## src/rtl/sjt_pkg.sv

```systemverilog
// shared types, constants and tables of the sine joint trajectory generator
`default_nettype none

package sjt_pkg;

    localparam int CORDIC_STEPS = 24;
    localparam int CORDIC_ITERS = (CORDIC_STEPS > 32) ? 32 : CORDIC_STEPS;

    localparam int ADDR_W = 5;

    localparam logic [2:0] REG_AMPLITUDE       = 3'd0;
    localparam logic [2:0] REG_FREQUENCY_HZ    = 3'd1;
    localparam logic [2:0] REG_PHASE_OFFSET    = 3'd2;
    localparam logic [2:0] REG_CENTER_POSITION = 3'd3;
    localparam logic [2:0] REG_POSITION_GAIN   = 3'd4;
    localparam logic [2:0] REG_VELOCITY_GAIN   = 3'd5;
    localparam logic [2:0] REG_TICK_PERIOD     = 3'd6;
    localparam logic [2:0] REG_END_TIME        = 3'd7;

    localparam logic [31:0] TICK_PERIOD_RESET = 32'd4294967;
    localparam logic [31:0] END_TIME_RESET    = 32'd65536000;

    localparam logic [31:0] TWO_PI_Q29     = 32'd3373259426;
    localparam logic [31:0] INV_TWO_PI_Q32 = 32'd683565276;
    localparam logic [47:0] LIM            = 48'h8000_0000_0000;
    localparam logic [47:0] TIME_MAX       = 48'hFFFF_FFFF_FFFF;
    localparam logic [4:0]  MUL_LAST       = 5'd31;

    typedef logic signed [50:0] wide_t;
    typedef logic signed [33:0] cval_t;

    localparam cval_t CORDIC_GAIN_Q30 = 34'sd652032874;

    typedef struct packed {
        logic [31:0] amplitude;
        logic [31:0] frequency_hz;
        logic [31:0] phase_offset;
        logic [31:0] center_position;
        logic [31:0] position_gain;
        logic [31:0] velocity_gain;
        logic [31:0] tick_period;
        logic [31:0] end_time;
    } cfg_t;

    typedef struct packed {
        logic        start;
        logic [47:0] m;
        logic [31:0] g;
    } mul_req_t;

    typedef struct packed {
        logic        done;
        logic [79:0] p;
    } mul_rsp_t;

    typedef struct packed {
        logic  start;
        cval_t z;
    } cordic_req_t;

    typedef struct packed {
        logic  done;
        cval_t x;
        cval_t y;
    } cordic_rsp_t;

    typedef enum logic [4:0] {
        ST_IDLE,
        ST_ANG_F,
        ST_ANG_P,
        ST_ZMUL,
        ST_CORDIC,
        ST_MUL_S,
        ST_MUL_C,
        ST_RAMP_V,
        ST_RAMP_A,
        ST_FV1,
        ST_FV2,
        ST_FA1,
        ST_FA2,
        ST_FA3,
        ST_FA4,
        ST_KP,
        ST_KD,
        ST_TICK,
        ST_TIME,
        ST_OUT
    } state_t;

    function automatic logic [29:0] atan_q30(input logic [4:0] idx);
        logic [29:0] v;
        case (idx)
            5'd0:  v = 30'd843314857;
            5'd1:  v = 30'd497837829;
            5'd2:  v = 30'd263043837;
            5'd3:  v = 30'd133525159;
            5'd4:  v = 30'd67021687;
            5'd5:  v = 30'd33543516;
            5'd6:  v = 30'd16775851;
            5'd7:  v = 30'd8388437;
            5'd8:  v = 30'd4194283;
            5'd9:  v = 30'd2097149;
            5'd10: v = 30'd1048576;
            5'd11: v = 30'd524288;
            5'd12: v = 30'd262144;
            5'd13: v = 30'd131072;
            5'd14: v = 30'd65536;
            5'd15: v = 30'd32768;
            5'd16: v = 30'd16384;
            5'd17: v = 30'd8192;
            5'd18: v = 30'd4096;
            5'd19: v = 30'd2048;
            5'd20: v = 30'd1024;
            5'd21: v = 30'd512;
            5'd22: v = 30'd256;
            5'd23: v = 30'd128;
            5'd24: v = 30'd64;
            5'd25: v = 30'd32;
            5'd26: v = 30'd16;
            5'd27: v = 30'd8;
            5'd28: v = 30'd4;
            5'd29: v = 30'd2;
            5'd30: v = 30'd1;
            default: v = 30'd0;
        endcase
        return v;
    endfunction

endpackage

`default_nettype wire

```

## src/rtl/sine_joint_trajectory_pd_top.sv

```systemverilog
// top level of the sine joint trajectory generator with pd feedback
// usage:
//   configure the eight registers over apb while the block is idle; register i
//   sits at byte address 4*i, writes complete in the access cycle, pready is
//   always high and reads return the stored value.
//   each input word (restart, measured position and velocity) is one servo tick
//   and gives exactly one output word (desired position, velocity,
//   acceleration and phase_done).
//   one word is processed at a time: a bit-serial 48x32 multiplier forms the
//   products one after another and the cordic runs after the angle products. a tick
//   uses 14 products (16 while elapsed time is under 4 s). the result sits in
//   an output register, so the next input word is accepted while it waits; a
//   stalled receiver holds the sequencer at its final step.
//   reset clears the tick counter, elapsed time and the output valid, and
//   restores the register reset values.
`default_nettype none

module sine_joint_trajectory_pd_top (
    input  logic                       clk,
    input  logic                       rst_n,
    input  logic                       psel,
    input  logic                       penable,
    input  logic                       pwrite,
    input  logic [sjt_pkg::ADDR_W-1:0] paddr,
    input  logic [31:0]                pwdata,
    output logic [31:0]                prdata,
    output logic                       pready,
    input  logic                       in_valid,
    output logic                       in_ready,
    input  logic                       restart,
    input  logic signed [31:0]         measured_position,
    input  logic signed [31:0]         measured_velocity,
    output logic                       out_valid,
    input  logic                       out_ready,
    output logic signed [31:0]         desired_position,
    output logic signed [31:0]         desired_velocity,
    output logic signed [31:0]         desired_acceleration,
    output logic                       phase_done
);

    sjt_pkg::cfg_t cfg;

    sjt_regs u_regs (
        .clk     (clk),
        .rst_n   (rst_n),
        .psel    (psel),
        .penable (penable),
        .pwrite  (pwrite),
        .paddr   (paddr),
        .pwdata  (pwdata),
        .prdata  (prdata),
        .pready  (pready),
        .cfg     (cfg)
    );

    sjt_core u_core (
        .clk                  (clk),
        .rst_n                (rst_n),
        .cfg                  (cfg),
        .in_valid             (in_valid),
        .in_ready             (in_ready),
        .restart              (restart),
        .measured_position    (measured_position),
        .measured_velocity    (measured_velocity),
        .out_valid            (out_valid),
        .out_ready            (out_ready),
        .desired_position     (desired_position),
        .desired_velocity     (desired_velocity),
        .desired_acceleration (desired_acceleration),
        .phase_done           (phase_done)
    );

`ifndef SYNTHESIS
    a_busy_after_accept: assert property (@(posedge clk) disable iff (!rst_n)
        (in_valid && in_ready) |=> !in_ready)
        else $error("in_ready high right after an accepted word");

    a_no_instant_result: assert property (@(posedge clk) disable iff (!rst_n)
        (in_valid && in_ready) |=> !$rose(out_valid))
        else $error("result word appeared one cycle after accept");

    a_amp_write: assert property (@(posedge clk) disable iff (!rst_n)
        (psel && penable && pwrite && (paddr[sjt_pkg::ADDR_W-1:2] == sjt_pkg::REG_AMPLITUDE))
        |=> (cfg.amplitude == $past(pwdata)))
        else $error("amplitude register not written");
`endif

endmodule

`default_nettype wire

```

## src/rtl/sjt_mul.sv

```systemverilog
// bit-serial 48 x 32 unsigned shift-add multiplier
`default_nettype none

module sjt_mul (
    input  logic              clk,
    input  logic              rst_n,
    input  sjt_pkg::mul_req_t req,
    output sjt_pkg::mul_rsp_t rsp
);

    logic        busy_reg;
    logic        done_reg;
    logic [4:0]  cnt_reg;
    logic [47:0] m_reg;
    logic [79:0] p_reg;
    logic [48:0] sum;
    logic [79:0] p_step;

    always_comb
    begin
        sum    = {1'b0, p_reg[79:32]} + (p_reg[0] ? {1'b0, m_reg} : 49'd0);
        p_step = {sum, p_reg[31:1]};
        rsp.done = done_reg;
        rsp.p    = p_reg;
    end

    always_ff @(posedge clk or negedge rst_n)
    begin
        if (!rst_n)
        begin
            busy_reg <= 1'b0;
            done_reg <= 1'b0;
            cnt_reg  <= 5'd0;
        end
        else
        begin
            done_reg <= busy_reg && (cnt_reg == sjt_pkg::MUL_LAST) && !req.start;
            if (req.start)
            begin
                busy_reg <= 1'b1;
                cnt_reg  <= 5'd0;
            end
            else if (busy_reg)
            begin
                cnt_reg <= cnt_reg + 5'd1;
                if (cnt_reg == sjt_pkg::MUL_LAST)
                begin
                    busy_reg <= 1'b0;
                end
            end
        end
    end

    always_ff @(posedge clk)
    begin
        if (req.start)
        begin
            m_reg <= req.m;
            p_reg <= {48'd0, req.g};
        end
        else if (busy_reg)
        begin
            p_reg <= p_step;
        end
    end

endmodule

`default_nettype wire

```

## src/rtl/sjt_cordic.sv

```systemverilog
// iterative rotation-mode cordic, one step per cycle
`default_nettype none

module sjt_cordic (
    input  logic                 clk,
    input  logic                 rst_n,
    input  sjt_pkg::cordic_req_t req,
    output sjt_pkg::cordic_rsp_t rsp
);

    localparam logic [4:0] LAST = 5'(sjt_pkg::CORDIC_ITERS - 1);

    logic           busy_reg;
    logic           done_reg;
    logic [4:0]     cnt_reg;
    sjt_pkg::cval_t x_reg;
    sjt_pkg::cval_t y_reg;
    sjt_pkg::cval_t z_reg;
    sjt_pkg::cval_t dx;
    sjt_pkg::cval_t dy;
    sjt_pkg::cval_t at;

    always_comb
    begin
        dx = y_reg >>> cnt_reg;
        dy = x_reg >>> cnt_reg;
        at = $signed({4'd0, sjt_pkg::atan_q30(cnt_reg)});
        rsp.done = done_reg;
        rsp.x    = x_reg;
        rsp.y    = y_reg;
    end

    always_ff @(posedge clk or negedge rst_n)
    begin
        if (!rst_n)
        begin
            busy_reg <= 1'b0;
            done_reg <= 1'b0;
            cnt_reg  <= 5'd0;
        end
        else
        begin
            done_reg <= busy_reg && (cnt_reg == LAST) && !req.start;
            if (req.start)
            begin
                busy_reg <= 1'b1;
                cnt_reg  <= 5'd0;
            end
            else if (busy_reg)
            begin
                cnt_reg <= cnt_reg + 5'd1;
                if (cnt_reg == LAST)
                begin
                    busy_reg <= 1'b0;
                end
            end
        end
    end

    always_ff @(posedge clk)
    begin
        if (req.start)
        begin
            x_reg <= sjt_pkg::CORDIC_GAIN_Q30;
            y_reg <= '0;
            z_reg <= req.z;
        end
        else if (busy_reg)
        begin
            if (!z_reg[33])
            begin
                x_reg <= x_reg - dx;
                y_reg <= y_reg + dy;
                z_reg <= z_reg - at;
            end
            else
            begin
                x_reg <= x_reg + dx;
                y_reg <= y_reg - dy;
                z_reg <= z_reg + at;
            end
        end
    end

endmodule

`default_nettype wire

```

## src/rtl/sjt_regs.sv

```systemverilog
// apb configuration register file
`default_nettype none

module sjt_regs (
    input  logic                       clk,
    input  logic                       rst_n,
    input  logic                       psel,
    input  logic                       penable,
    input  logic                       pwrite,
    input  logic [sjt_pkg::ADDR_W-1:0] paddr,
    input  logic [31:0]                pwdata,
    output logic [31:0]                prdata,
    output logic                       pready,
    output sjt_pkg::cfg_t              cfg
);

    sjt_pkg::cfg_t cfg_reg;
    logic [2:0]    idx;
    logic          wr;

    assign idx    = paddr[sjt_pkg::ADDR_W-1:2];
    assign wr     = psel && penable && pwrite;
    assign pready = 1'b1;
    assign cfg    = cfg_reg;

    always_ff @(posedge clk or negedge rst_n)
    begin
        if (!rst_n)
        begin
            cfg_reg.amplitude       <= 32'd0;
            cfg_reg.frequency_hz    <= 32'd0;
            cfg_reg.phase_offset    <= 32'd0;
            cfg_reg.center_position <= 32'd0;
            cfg_reg.position_gain   <= 32'd0;
            cfg_reg.velocity_gain   <= 32'd0;
            cfg_reg.tick_period     <= sjt_pkg::TICK_PERIOD_RESET;
            cfg_reg.end_time        <= sjt_pkg::END_TIME_RESET;
        end
        else if (wr)
        begin
            unique case (idx)
                sjt_pkg::REG_AMPLITUDE:       cfg_reg.amplitude       <= pwdata;
                sjt_pkg::REG_FREQUENCY_HZ:    cfg_reg.frequency_hz    <= pwdata;
                sjt_pkg::REG_PHASE_OFFSET:    cfg_reg.phase_offset    <= pwdata;
                sjt_pkg::REG_CENTER_POSITION: cfg_reg.center_position <= pwdata;
                sjt_pkg::REG_POSITION_GAIN:   cfg_reg.position_gain   <= pwdata;
                sjt_pkg::REG_VELOCITY_GAIN:   cfg_reg.velocity_gain   <= pwdata;
                sjt_pkg::REG_TICK_PERIOD:     cfg_reg.tick_period     <= pwdata;
                sjt_pkg::REG_END_TIME:        cfg_reg.end_time        <= pwdata;
                default: ;
            endcase
        end
    end

    always_comb
    begin
        unique case (idx)
            sjt_pkg::REG_AMPLITUDE:       prdata = cfg_reg.amplitude;
            sjt_pkg::REG_FREQUENCY_HZ:    prdata = cfg_reg.frequency_hz;
            sjt_pkg::REG_PHASE_OFFSET:    prdata = cfg_reg.phase_offset;
            sjt_pkg::REG_CENTER_POSITION: prdata = cfg_reg.center_position;
            sjt_pkg::REG_POSITION_GAIN:   prdata = cfg_reg.position_gain;
            sjt_pkg::REG_VELOCITY_GAIN:   prdata = cfg_reg.velocity_gain;
            sjt_pkg::REG_TICK_PERIOD:     prdata = cfg_reg.tick_period;
            sjt_pkg::REG_END_TIME:        prdata = cfg_reg.end_time;
            default:                      prdata = 32'd0;
        endcase
    end

endmodule

`default_nettype wire

```

## src/rtl/sjt_core.sv

```systemverilog
// sequencer and datapath: angle, sine and cosine, ramp, pd and tick update
`default_nettype none

module sjt_core (
    input  logic                clk,
    input  logic                rst_n,
    input  sjt_pkg::cfg_t       cfg,
    input  logic                in_valid,
    output logic                in_ready,
    input  logic                restart,
    input  logic signed [31:0]  measured_position,
    input  logic signed [31:0]  measured_velocity,
    output logic                out_valid,
    input  logic                out_ready,
    output logic signed [31:0]  desired_position,
    output logic signed [31:0]  desired_velocity,
    output logic signed [31:0]  desired_acceleration,
    output logic                phase_done
);

    localparam sjt_pkg::wide_t S32_MAX = 51'sd2147483647;
    localparam sjt_pkg::wide_t S32_MIN = -51'sd2147483648;

    function automatic logic [47:0] mag_lim(input sjt_pkg::wide_t v);
        logic [50:0] a;
        a = v[50] ? 51'(-v) : 51'(v);
        return (a > 51'(sjt_pkg::LIM)) ? sjt_pkg::LIM : a[47:0];
    endfunction

    function automatic logic [31:0] sat32(input sjt_pkg::wide_t v);
        logic [31:0] r;
        if (v > S32_MAX)
        begin
            r = 32'h7FFF_FFFF;
        end
        else if (v < S32_MIN)
        begin
            r = 32'h8000_0000;
        end
        else
        begin
            r = v[31:0];
        end
        return r;
    endfunction

    sjt_pkg::state_t      state_reg;
    sjt_pkg::state_t      state_next;
    logic                 issued_reg;
    logic [31:0]          tc_reg;
    logic [47:0]          et_reg;
    logic                 out_valid_reg;

    logic signed [31:0]   mpos_reg;
    logic signed [31:0]   mvel_reg;
    logic [31:0]          ang_reg;
    sjt_pkg::cval_t       zin_reg;
    sjt_pkg::cval_t       s_reg;
    sjt_pkg::cval_t       c_reg;
    sjt_pkg::wide_t       pos_reg;
    sjt_pkg::wide_t       vel_reg;
    sjt_pkg::wide_t       acc_reg;
    sjt_pkg::wide_t       tp_reg;
    logic [31:0]          dpos_reg;
    logic [31:0]          dvel_reg;
    logic [31:0]          dacc_reg;
    logic                 pdone_reg;

    sjt_pkg::mul_req_t    mul_req;
    sjt_pkg::mul_rsp_t    mul_rsp;
    sjt_pkg::cordic_req_t cordic_req;
    sjt_pkg::cordic_rsp_t cordic_rsp;

    logic                 accept;
    logic                 mul_state;
    logic                 unit_done;
    logic                 out_load;
    logic                 ramp_on;
    logic                 op_direct;
    logic                 op_use_sc;
    logic [47:0]          op_m;
    logic [31:0]          op_g;
    logic                 op_neg;
    sjt_pkg::wide_t       op_v;
    sjt_pkg::cval_t       op_sc;
    logic [47:0]          sc_mag;
    logic [79:0]          ps;
    sjt_pkg::cval_t       term;
    logic [63:0]          shifted;
    logic [47:0]          clamped;
    sjt_pkg::wide_t       ms_val;

    sjt_mul u_mul (
        .clk   (clk),
        .rst_n (rst_n),
        .req   (mul_req),
        .rsp   (mul_rsp)
    );

    sjt_cordic u_cordic (
        .clk   (clk),
        .rst_n (rst_n),
        .req   (cordic_req),
        .rsp   (cordic_rsp)
    );

    assign accept    = in_valid && (state_reg == sjt_pkg::ST_IDLE);
    assign mul_state = (state_reg != sjt_pkg::ST_IDLE) && (state_reg != sjt_pkg::ST_CORDIC)
                    && (state_reg != sjt_pkg::ST_TICK) && (state_reg != sjt_pkg::ST_OUT);
    assign unit_done = mul_rsp.done || cordic_rsp.done;
    assign out_load  = (state_reg == sjt_pkg::ST_OUT) && (!out_valid_reg || out_ready);
    assign ramp_on   = (et_reg[47:34] == 14'd0);

    // next state
    always_comb
    begin
        state_next = state_reg;
        unique case (state_reg)
            sjt_pkg::ST_IDLE:   if (in_valid) state_next = sjt_pkg::ST_ANG_F;
            sjt_pkg::ST_ANG_F:  if (mul_rsp.done) state_next = sjt_pkg::ST_ANG_P;
            sjt_pkg::ST_ANG_P:  if (mul_rsp.done) state_next = sjt_pkg::ST_ZMUL;
            sjt_pkg::ST_ZMUL:   if (mul_rsp.done) state_next = sjt_pkg::ST_CORDIC;
            sjt_pkg::ST_CORDIC: if (cordic_rsp.done) state_next = sjt_pkg::ST_MUL_S;
            sjt_pkg::ST_MUL_S:  if (mul_rsp.done) state_next = sjt_pkg::ST_MUL_C;
            sjt_pkg::ST_MUL_C:
            begin
                if (mul_rsp.done)
                begin
                    state_next = ramp_on ? sjt_pkg::ST_RAMP_V : sjt_pkg::ST_FV1;
                end
            end
            sjt_pkg::ST_RAMP_V: if (mul_rsp.done) state_next = sjt_pkg::ST_RAMP_A;
            sjt_pkg::ST_RAMP_A: if (mul_rsp.done) state_next = sjt_pkg::ST_FV1;
            sjt_pkg::ST_FV1:    if (mul_rsp.done) state_next = sjt_pkg::ST_FV2;
            sjt_pkg::ST_FV2:    if (mul_rsp.done) state_next = sjt_pkg::ST_FA1;
            sjt_pkg::ST_FA1:    if (mul_rsp.done) state_next = sjt_pkg::ST_FA2;
            sjt_pkg::ST_FA2:    if (mul_rsp.done) state_next = sjt_pkg::ST_FA3;
            sjt_pkg::ST_FA3:    if (mul_rsp.done) state_next = sjt_pkg::ST_FA4;
            sjt_pkg::ST_FA4:    if (mul_rsp.done) state_next = sjt_pkg::ST_KP;
            sjt_pkg::ST_KP:     if (mul_rsp.done) state_next = sjt_pkg::ST_KD;
            sjt_pkg::ST_KD:     if (mul_rsp.done) state_next = sjt_pkg::ST_TICK;
            sjt_pkg::ST_TICK:   state_next = sjt_pkg::ST_TIME;
            sjt_pkg::ST_TIME:   if (mul_rsp.done) state_next = sjt_pkg::ST_OUT;
            sjt_pkg::ST_OUT:    if (out_load) state_next = sjt_pkg::ST_IDLE;
            default:            state_next = sjt_pkg::ST_IDLE;
        endcase
    end

    // operand select and unit requests
    always_comb
    begin
        op_v      = '0;
        op_sc     = '0;
        op_m      = '0;
        op_g      = '0;
        op_direct = 1'b0;
        op_use_sc = 1'b0;
        in_ready  = (state_reg == sjt_pkg::ST_IDLE);
        unique case (state_reg) inside
            sjt_pkg::ST_ANG_F:
            begin
                op_direct = 1'b1;
                op_m      = et_reg;
                op_g      = cfg.frequency_hz;
            end
            sjt_pkg::ST_ANG_P:
            begin
                op_v = sjt_pkg::wide_t'($signed(cfg.phase_offset));
                op_g = sjt_pkg::INV_TWO_PI_Q32;
            end
            sjt_pkg::ST_ZMUL:
            begin
                op_direct = 1'b1;
                op_m      = {18'd0, ang_reg[29:0]};
                op_g      = sjt_pkg::TWO_PI_Q29;
            end
            sjt_pkg::ST_MUL_S:
            begin
                op_v      = sjt_pkg::wide_t'($signed(cfg.amplitude));
                op_sc     = s_reg;
                op_use_sc = 1'b1;
            end
            sjt_pkg::ST_MUL_C:
            begin
                op_v      = sjt_pkg::wide_t'($signed(cfg.amplitude));
                op_sc     = c_reg;
                op_use_sc = 1'b1;
            end
            sjt_pkg::ST_RAMP_V:
            begin
                op_v = vel_reg;
                op_g = et_reg[33:2];
            end
            sjt_pkg::ST_RAMP_A:
            begin
                op_v = acc_reg;
                op_g = et_reg[33:2];
            end
            sjt_pkg::ST_FV1:
            begin
                op_v = vel_reg;
                op_g = cfg.frequency_hz;
            end
            sjt_pkg::ST_FV2:
            begin
                op_v = vel_reg;
                op_g = sjt_pkg::TWO_PI_Q29;
            end
            sjt_pkg::ST_FA1, sjt_pkg::ST_FA3:
            begin
                op_v = acc_reg;
                op_g = cfg.frequency_hz;
            end
            sjt_pkg::ST_FA2, sjt_pkg::ST_FA4:
            begin
                op_v = acc_reg;
                op_g = sjt_pkg::TWO_PI_Q29;
            end
            sjt_pkg::ST_KP:
            begin
                op_v = pos_reg - sjt_pkg::wide_t'(mpos_reg);
                op_g = cfg.position_gain;
            end
            sjt_pkg::ST_KD:
            begin
                op_v = vel_reg - sjt_pkg::wide_t'(mvel_reg);
                op_g = cfg.velocity_gain;
            end
            sjt_pkg::ST_TIME:
            begin
                op_direct = 1'b1;
                op_m      = {16'd0, tc_reg};
                op_g      = cfg.tick_period;
            end
            default: ;
        endcase
        sc_mag = mag_lim(sjt_pkg::wide_t'(op_sc));
        if (op_use_sc)
        begin
            op_g = sc_mag[31:0];
        end
        if (!op_direct)
        begin
            op_m = mag_lim(op_v);
        end
        op_neg = op_v[50] ^ op_sc[33];

        mul_req.start    = mul_state && !issued_reg;
        mul_req.m        = op_m;
        mul_req.g        = op_g;
        cordic_req.start = (state_reg == sjt_pkg::ST_CORDIC) && !issued_reg;
        cordic_req.z     = zin_reg;
    end

    // product post-processing
    always_comb
    begin
        ps   = op_neg ? (~mul_rsp.p + 80'd1) : mul_rsp.p;
        term = ps[63:30];
        case (state_reg) inside
            sjt_pkg::ST_RAMP_V, sjt_pkg::ST_RAMP_A:
                shifted = {16'd0, mul_rsp.p[79:32]};
            sjt_pkg::ST_FV2, sjt_pkg::ST_FA2, sjt_pkg::ST_FA4:
                shifted = {13'd0, mul_rsp.p[79:29]};
            default:
                shifted = mul_rsp.p[79:16];
        endcase
        clamped = (shifted > 64'(sjt_pkg::LIM)) ? sjt_pkg::LIM : shifted[47:0];
        ms_val  = op_neg ? -sjt_pkg::wide_t'({3'd0, clamped})
                         : sjt_pkg::wide_t'({3'd0, clamped});
    end

    always_ff @(posedge clk or negedge rst_n)
    begin
        if (!rst_n)
        begin
            state_reg     <= sjt_pkg::ST_IDLE;
            issued_reg    <= 1'b0;
            tc_reg        <= 32'd0;
            et_reg        <= 48'd0;
            out_valid_reg <= 1'b0;
        end
        else
        begin
            state_reg <= state_next;
            if (unit_done)
            begin
                issued_reg <= 1'b0;
            end
            else if (mul_req.start || cordic_req.start)
            begin
                issued_reg <= 1'b1;
            end
            if (accept && restart)
            begin
                tc_reg <= 32'd0;
                et_reg <= 48'd0;
            end
            else if (state_reg == sjt_pkg::ST_TICK)
            begin
                if (tc_reg != 32'hFFFF_FFFF)
                begin
                    tc_reg <= tc_reg + 32'd1;
                end
            end
            else if ((state_reg == sjt_pkg::ST_TIME) && mul_rsp.done)
            begin
                et_reg <= (mul_rsp.p[79:48] != 32'd0) ? sjt_pkg::TIME_MAX : mul_rsp.p[47:0];
            end
            if (out_load)
            begin
                out_valid_reg <= 1'b1;
            end
            else if (out_ready)
            begin
                out_valid_reg <= 1'b0;
            end
        end
    end

    always_ff @(posedge clk)
    begin
        if (accept)
        begin
            mpos_reg <= measured_position;
            mvel_reg <= measured_velocity;
        end
        if (cordic_rsp.done)
        begin
            case (ang_reg[31:30])
                2'd0:
                begin
                    s_reg <= cordic_rsp.y;
                    c_reg <= cordic_rsp.x;
                end
                2'd1:
                begin
                    s_reg <= cordic_rsp.x;
                    c_reg <= -cordic_rsp.y;
                end
                2'd2:
                begin
                    s_reg <= -cordic_rsp.y;
                    c_reg <= -cordic_rsp.x;
                end
                default:
                begin
                    s_reg <= -cordic_rsp.x;
                    c_reg <= cordic_rsp.y;
                end
            endcase
        end
        if (mul_rsp.done)
        begin
            case (state_reg) inside
                sjt_pkg::ST_ANG_F: ang_reg <= mul_rsp.p[47:16];
                sjt_pkg::ST_ANG_P: ang_reg <= ang_reg + ps[55:24];
                sjt_pkg::ST_ZMUL:  zin_reg <= $signed({3'd0, mul_rsp.p[61:31]});
                sjt_pkg::ST_MUL_S:
                begin
                    pos_reg <= sjt_pkg::wide_t'($signed(cfg.center_position))
                             + sjt_pkg::wide_t'(term);
                    acc_reg <= -sjt_pkg::wide_t'(term);
                end
                sjt_pkg::ST_MUL_C: vel_reg <= sjt_pkg::wide_t'(term);
                sjt_pkg::ST_RAMP_V, sjt_pkg::ST_FV1, sjt_pkg::ST_FV2: vel_reg <= ms_val;
                sjt_pkg::ST_RAMP_A, sjt_pkg::ST_FA1, sjt_pkg::ST_FA2,
                sjt_pkg::ST_FA3, sjt_pkg::ST_FA4: acc_reg <= ms_val;
                sjt_pkg::ST_KP:    tp_reg <= ms_val;
                sjt_pkg::ST_KD:    acc_reg <= acc_reg + tp_reg + ms_val;
                default: ;
            endcase
        end
        if (out_load)
        begin
            dpos_reg  <= sat32(pos_reg);
            dvel_reg  <= sat32(vel_reg);
            dacc_reg  <= sat32(acc_reg);
            pdone_reg <= (et_reg > {cfg.end_time, 16'd0});
        end
    end

    assign out_valid            = out_valid_reg;
    assign desired_position     = $signed(dpos_reg);
    assign desired_velocity     = $signed(dvel_reg);
    assign desired_acceleration = $signed(dacc_reg);
    assign phase_done           = pdone_reg;

endmodule

`default_nettype wire

```

## config.mk

```make
export PLATFORM = sky130hd
export DESIGN_NAME = sine_joint_trajectory_pd_top
export DESIGN_NICKNAME = d
export VERILOG_FILES = /design/src/rtl/sjt_pkg.sv /design/src/rtl/sine_joint_trajectory_pd_top.sv /design/src/rtl/sjt_mul.sv /design/src/rtl/sjt_cordic.sv /design/src/rtl/sjt_regs.sv /design/src/rtl/sjt_core.sv
export SDC_FILE = /design/constraint.sdc
export NUM_CORES = 2
export LEC_CHECK = 0
export BUFFER_PORTS_ARGS = -buffer_cell sky130_fd_sc_hd__clkbuf_2
export CAP_MARGIN = 5
export CORE_MARGIN = 4
export CORE_UTILIZATION = 58
export CTS_CLUSTER_SIZE = 14
export DETAILED_ROUTE_END_ITERATION = 6
export HOLD_SLACK_MARGIN = 0.02
export PLACE_DENSITY_LB_ADDON = 0.05
export SYNTH_ARGS = -nofsm -noshare
export SYNTH_HDL_FRONTEND = slang
export SYNTH_HIERARCHICAL = 1
export SYNTH_SLANG_ARGS = --single-unit
```

## constraint.sdc

```tcl
create_clock -name clk -period 10.01 [get_ports clk]
set_input_delay 0 -clock clk [delete_from_list [all_inputs] [get_ports clk]]
set_output_delay 0 -clock clk [all_outputs]
set_load 0.01 [all_outputs]
```

==> impl_metrics.py <==
metrics = {
    "timing": {
        "timing.final.max_slew_violations": 0,
        "max_freq_ghz": 0.1042,
        "fin_crit_ns": 9.595,
        "finalHoldViolations": 0,
        "slew_at_the_pin_with_the_worst_max_slew_slack_ns": 1.248,
        "maxSlewHeadroom": 0.1548,
        "rsz0062_at_grt": "false",
        "totalNegativeSetupSlack_ns": 0,
        "final-setup-viol-count": 0,
        "post-route-period-util": 0.9585,
        "timing.clock.skew_ns": 0.08913,
    },
    "drt": {
        "detail_route_antenna_nets": 0,
        "drt-vias-per-instance": 7.023,
        "met3RoutedLength_um": 41670,
        "met1_wl_um": 126100,
        "detailedRoute.firstIterationViolations": 11390,
        "drt_pass1_iterations": 7,
        "via_count": 79090,
        "routed_wire_length_per_instance_um": 30.83,
        "dr.max_layer_used": "met5",
        "finalWirelength_um": 347200,
        "drcViolationCount": 30,
        "routed-wl-met2_um": 147700,
    },
    "min_path": {
        "timing.hold.worst.start": "pwrite",
        "min_path_type": "input port to flop",
    },
    "synthesis": {
        "cell_area_synth_sq_mm": 0.08371,
        "post_synth_edffs": 592,
        "cell_taking_the_most_area_after_synthesis": "edfxtp_1",
        "synth.area.top_cells": "edfxtp_1 21%, dfrtp_1 10%, ha_1 6.0%, mux2_2 4.0%, a21oi_1 4.0%",
        "synth_top_cell_area_share": 0.2124,
        "synth_instances": 9067,
        "ys_seq_area_frac": 0.3471,
        "avgSynthCellArea_sq_um": 9.233,
        "synth-main-ff-cell": "edfxtp_1",
        "yosysUniqueCellTypes": 133,
        "yosys_warnings": 6,
        "synth.ff_latch_count": 1065,
        "synth_async_sr_flop_share": 0.3352,
    },
    "layout": {
        "final-instance-count-excl-fill": 11260,
        "layout.filler_cells": 11700,
        "syn2layout_area_growth_pct": 10.58,
        "final_core_util": 0.6451,
        "most_common_cell_after_layout_fill_and_taps_aside": "nand2_1",
        "drive_above_1_share": 0.1367,
        "most-common-layout-cells": "757 x nand2_1, 756 x nor2_1, 657 x a21oi_1",
        "largest_register_ffs": 256,
        "finalNetCount": 9811,
    },
    "clocking": {
        "clock_insertion_delay_worst_skew_ns": 0.81,
        "ctsLongestPathBuffers": 3,
        "clk_root_buffer_cell": "clkbuf_16",
        "cts_tree": "built",
        "clock_sinks": 1065,
        "cts-buffers-inserted": 114,
        "path_clk_slew_ns": 0.07,
        "htreeDepth": 3,
    },
    "power_and_ir_drop": {
        "total_leakage_power_nw": 38.48,
        "power.density_mw_per_mm2": 111.4,
        "power.ir.vdd_worst_v": 0.0001611,
        "finalPower_mw": 10.31,
    },
    "worst_setup_path": {
        "crit_path_max_incr_delay_ns": 0.59,
        "crit_type": "flop to flop",
        "worst_ep_arrival_time_ns": 10.07,
        "crit-reg2reg-capture": "u_core/acc_reg[45]$_DFFE_PP_",
        "critPathRequiredTime_ns": 10.49,
        "path_max_fanout": 7,
        "slowest_stage": "or4_1",
        "start_kind": "flop",
        "critPathCaptureType": "flop",
        "setup.worst_path.end": "u_core/acc_reg[45]$_DFFE_PP_",
        "regToRegSetupSlack_ns": 0.41,
        "reg2regPathDepth": 36,
        "r2r-start": "u_core/state_reg[2]$_DFFE_PN0P_",
        "critPathLaunch": "u_core/state_reg[2]$_DFFE_PN0P_",
    },
    "floorplanning": {
        "floorplan.initialDensity": 0.5834,
        "std_cell_core_area_sq_mm": 0.1435,
        "die_width_um": 387.9,
        "dieArea_sq_mm": 0.1505,
        "placement_rows": 139,
        "die_h_um": 387.9,
        "io_pins": 241,
    },
    "global_routing": {
        "first_global_vias": 73770,
        "grt_first_pass_wirelength_um": 501700,
        "grt_max_degree": 110,
        "globalRoute.totalOverflow": 0,
        "grtUsageTotal": 0.4445,
        "grt_antenna_before_repair": 19,
    },
    "run_status": {
        "outcome": "finished with violations",
        "failed_checks": "DRC",
    },
    "placement": {
        "gp_congestion": 1.121,
        "dp.cells": 10860,
        "port_buffers": 237,
        "post-dp-hpwl_um": 263700,
    },
    "job": {
        "max_cap_violations": 0,
    },
}
worst max-delay path: cells and delay by family, from the launching register on:
family	cells	cell delay [ns]
simple gates	11	3.67
compound gates	17	3.58
fa+ha+maj	3	0.97
buf+inv	4	0.46
flops	1	0.45
xor+xnor	1	0.16
through the flow:
step / area [sq um] / worst slack [ns] / hold slack [ns]
finish: 92570 / 0.4149 / 0.06999
global route: 92530 / 0.005263 / 0.07496
CTS: 92430 / 0.1245 / 0.03077
detailed placement: 86790 / 0.2202 / 0.1786
global placement: 86790 / 0.4174 / 0.1772
floorplan: 83720 / 0.3852 / -0.2956
cells in the mapped netlist, drive strengths merged, types with 23 or more instances:
library cell	instances
a22o	30
mux4	109
nand3	204
o21a	76
and2	109
o31ai	68
mux2	335
a21o	197
nand2	760
o211ai	57
xor2	245
nor3	185
and4	23
dfrtp	341
o22a	40
a221oi	83
mux2i	254
o21ai	502
edfxtp	592
a21oi	669
fa	59
xnor2	348
nor2b	76
clkbuf	391
buf	182
a22oi	93
and3	89
a222oi	69
nand2b	97
or3	86
nor4	58
inv	336
dfxtp	116
or2	51
o21bai	55
a21boi	65
nor2	768
a31oi	95
ha	402
o22ai	84
a211o	33
nand4	139
a211oi	106
routing by layer:
metal,vias up,global-route usage
met2,5414,0.6645
met4,10,0.3157
met3,1180,0.1175
met5,-,0
li1,34240,-
met1,38250,0.5592
layout make-up:
class | count | area [sq um] | share of cell area
clock buffer | 145 | 3102 | 0.03351
timing repair buffer | 629 | 4597 | 0.04966
tap | 1903 | 2381 | 0.02572
antenna | 18 | 45.04 | 0.0004866
sequential | 1065 | 29070 | 0.3140
clock inverter | 70 | 869.6 | 0.009394
multi-input combinational | 7094 | 51240 | 0.5535
inverter | 337 | 1265 | 0.01367
power breakdown:
group | total (mW) | internal (mW) | leakage, nW | switching [mW]
logic | 0.730 | 0.352 | 26.1 | 0.378
registers | 5.06 | 4.81 | 10.5 | 0.242
clock network | 4.53 | 2.55 | 1.91 | 1.98
how the worst min path moves through the flow:
stage	endpoint	slack, ns	cells past startpoint
after floorplan	u_core/et_reg[0]$_DFFE_PN0P_	-0.30	0
after global placement	u_core/mpos_reg[0]$_DFFE_PP_	0.18	1
after detailed placement	u_core/mpos_reg[8]$_DFFE_PP_	0.18	1
after CTS	u_regs/cfg[161]$_DFFE_PN0P_	0.03	4
after global routing	u_core/mvel_reg[0]$_DFFE_PP_	0.07	2
final	u_regs/cfg[194]$_DFFE_PN0P_	0.07	5
logic make-up (layout without fill, tap and decap cells):
kind of cell | Yosys count | in the layout | share of synthesized area
simple gates | 2742 | 2742 | 0.1585
other cells | 2 | 22 | 0.00008971
buf+inv | 910 | 1181 | 0.04408
mux | 698 | 698 | 0.1055
fa+ha+maj | 462 | 462 | 0.07431
compound gates | 2595 | 2595 | 0.2085
xor+xnor | 593 | 593 | 0.06204
flops | 1065 | 1065 | 0.3471
what timing repair did:
action / CTS / global route
hold buffers: 165 / 0
endpoints found under the hold margin: 449 / 0
setup buffers: 0 / 6
setup endpoints to repair: 0 / 10
gates resized for setup: 0 / 13
Power figures use the tool's default switching activity.
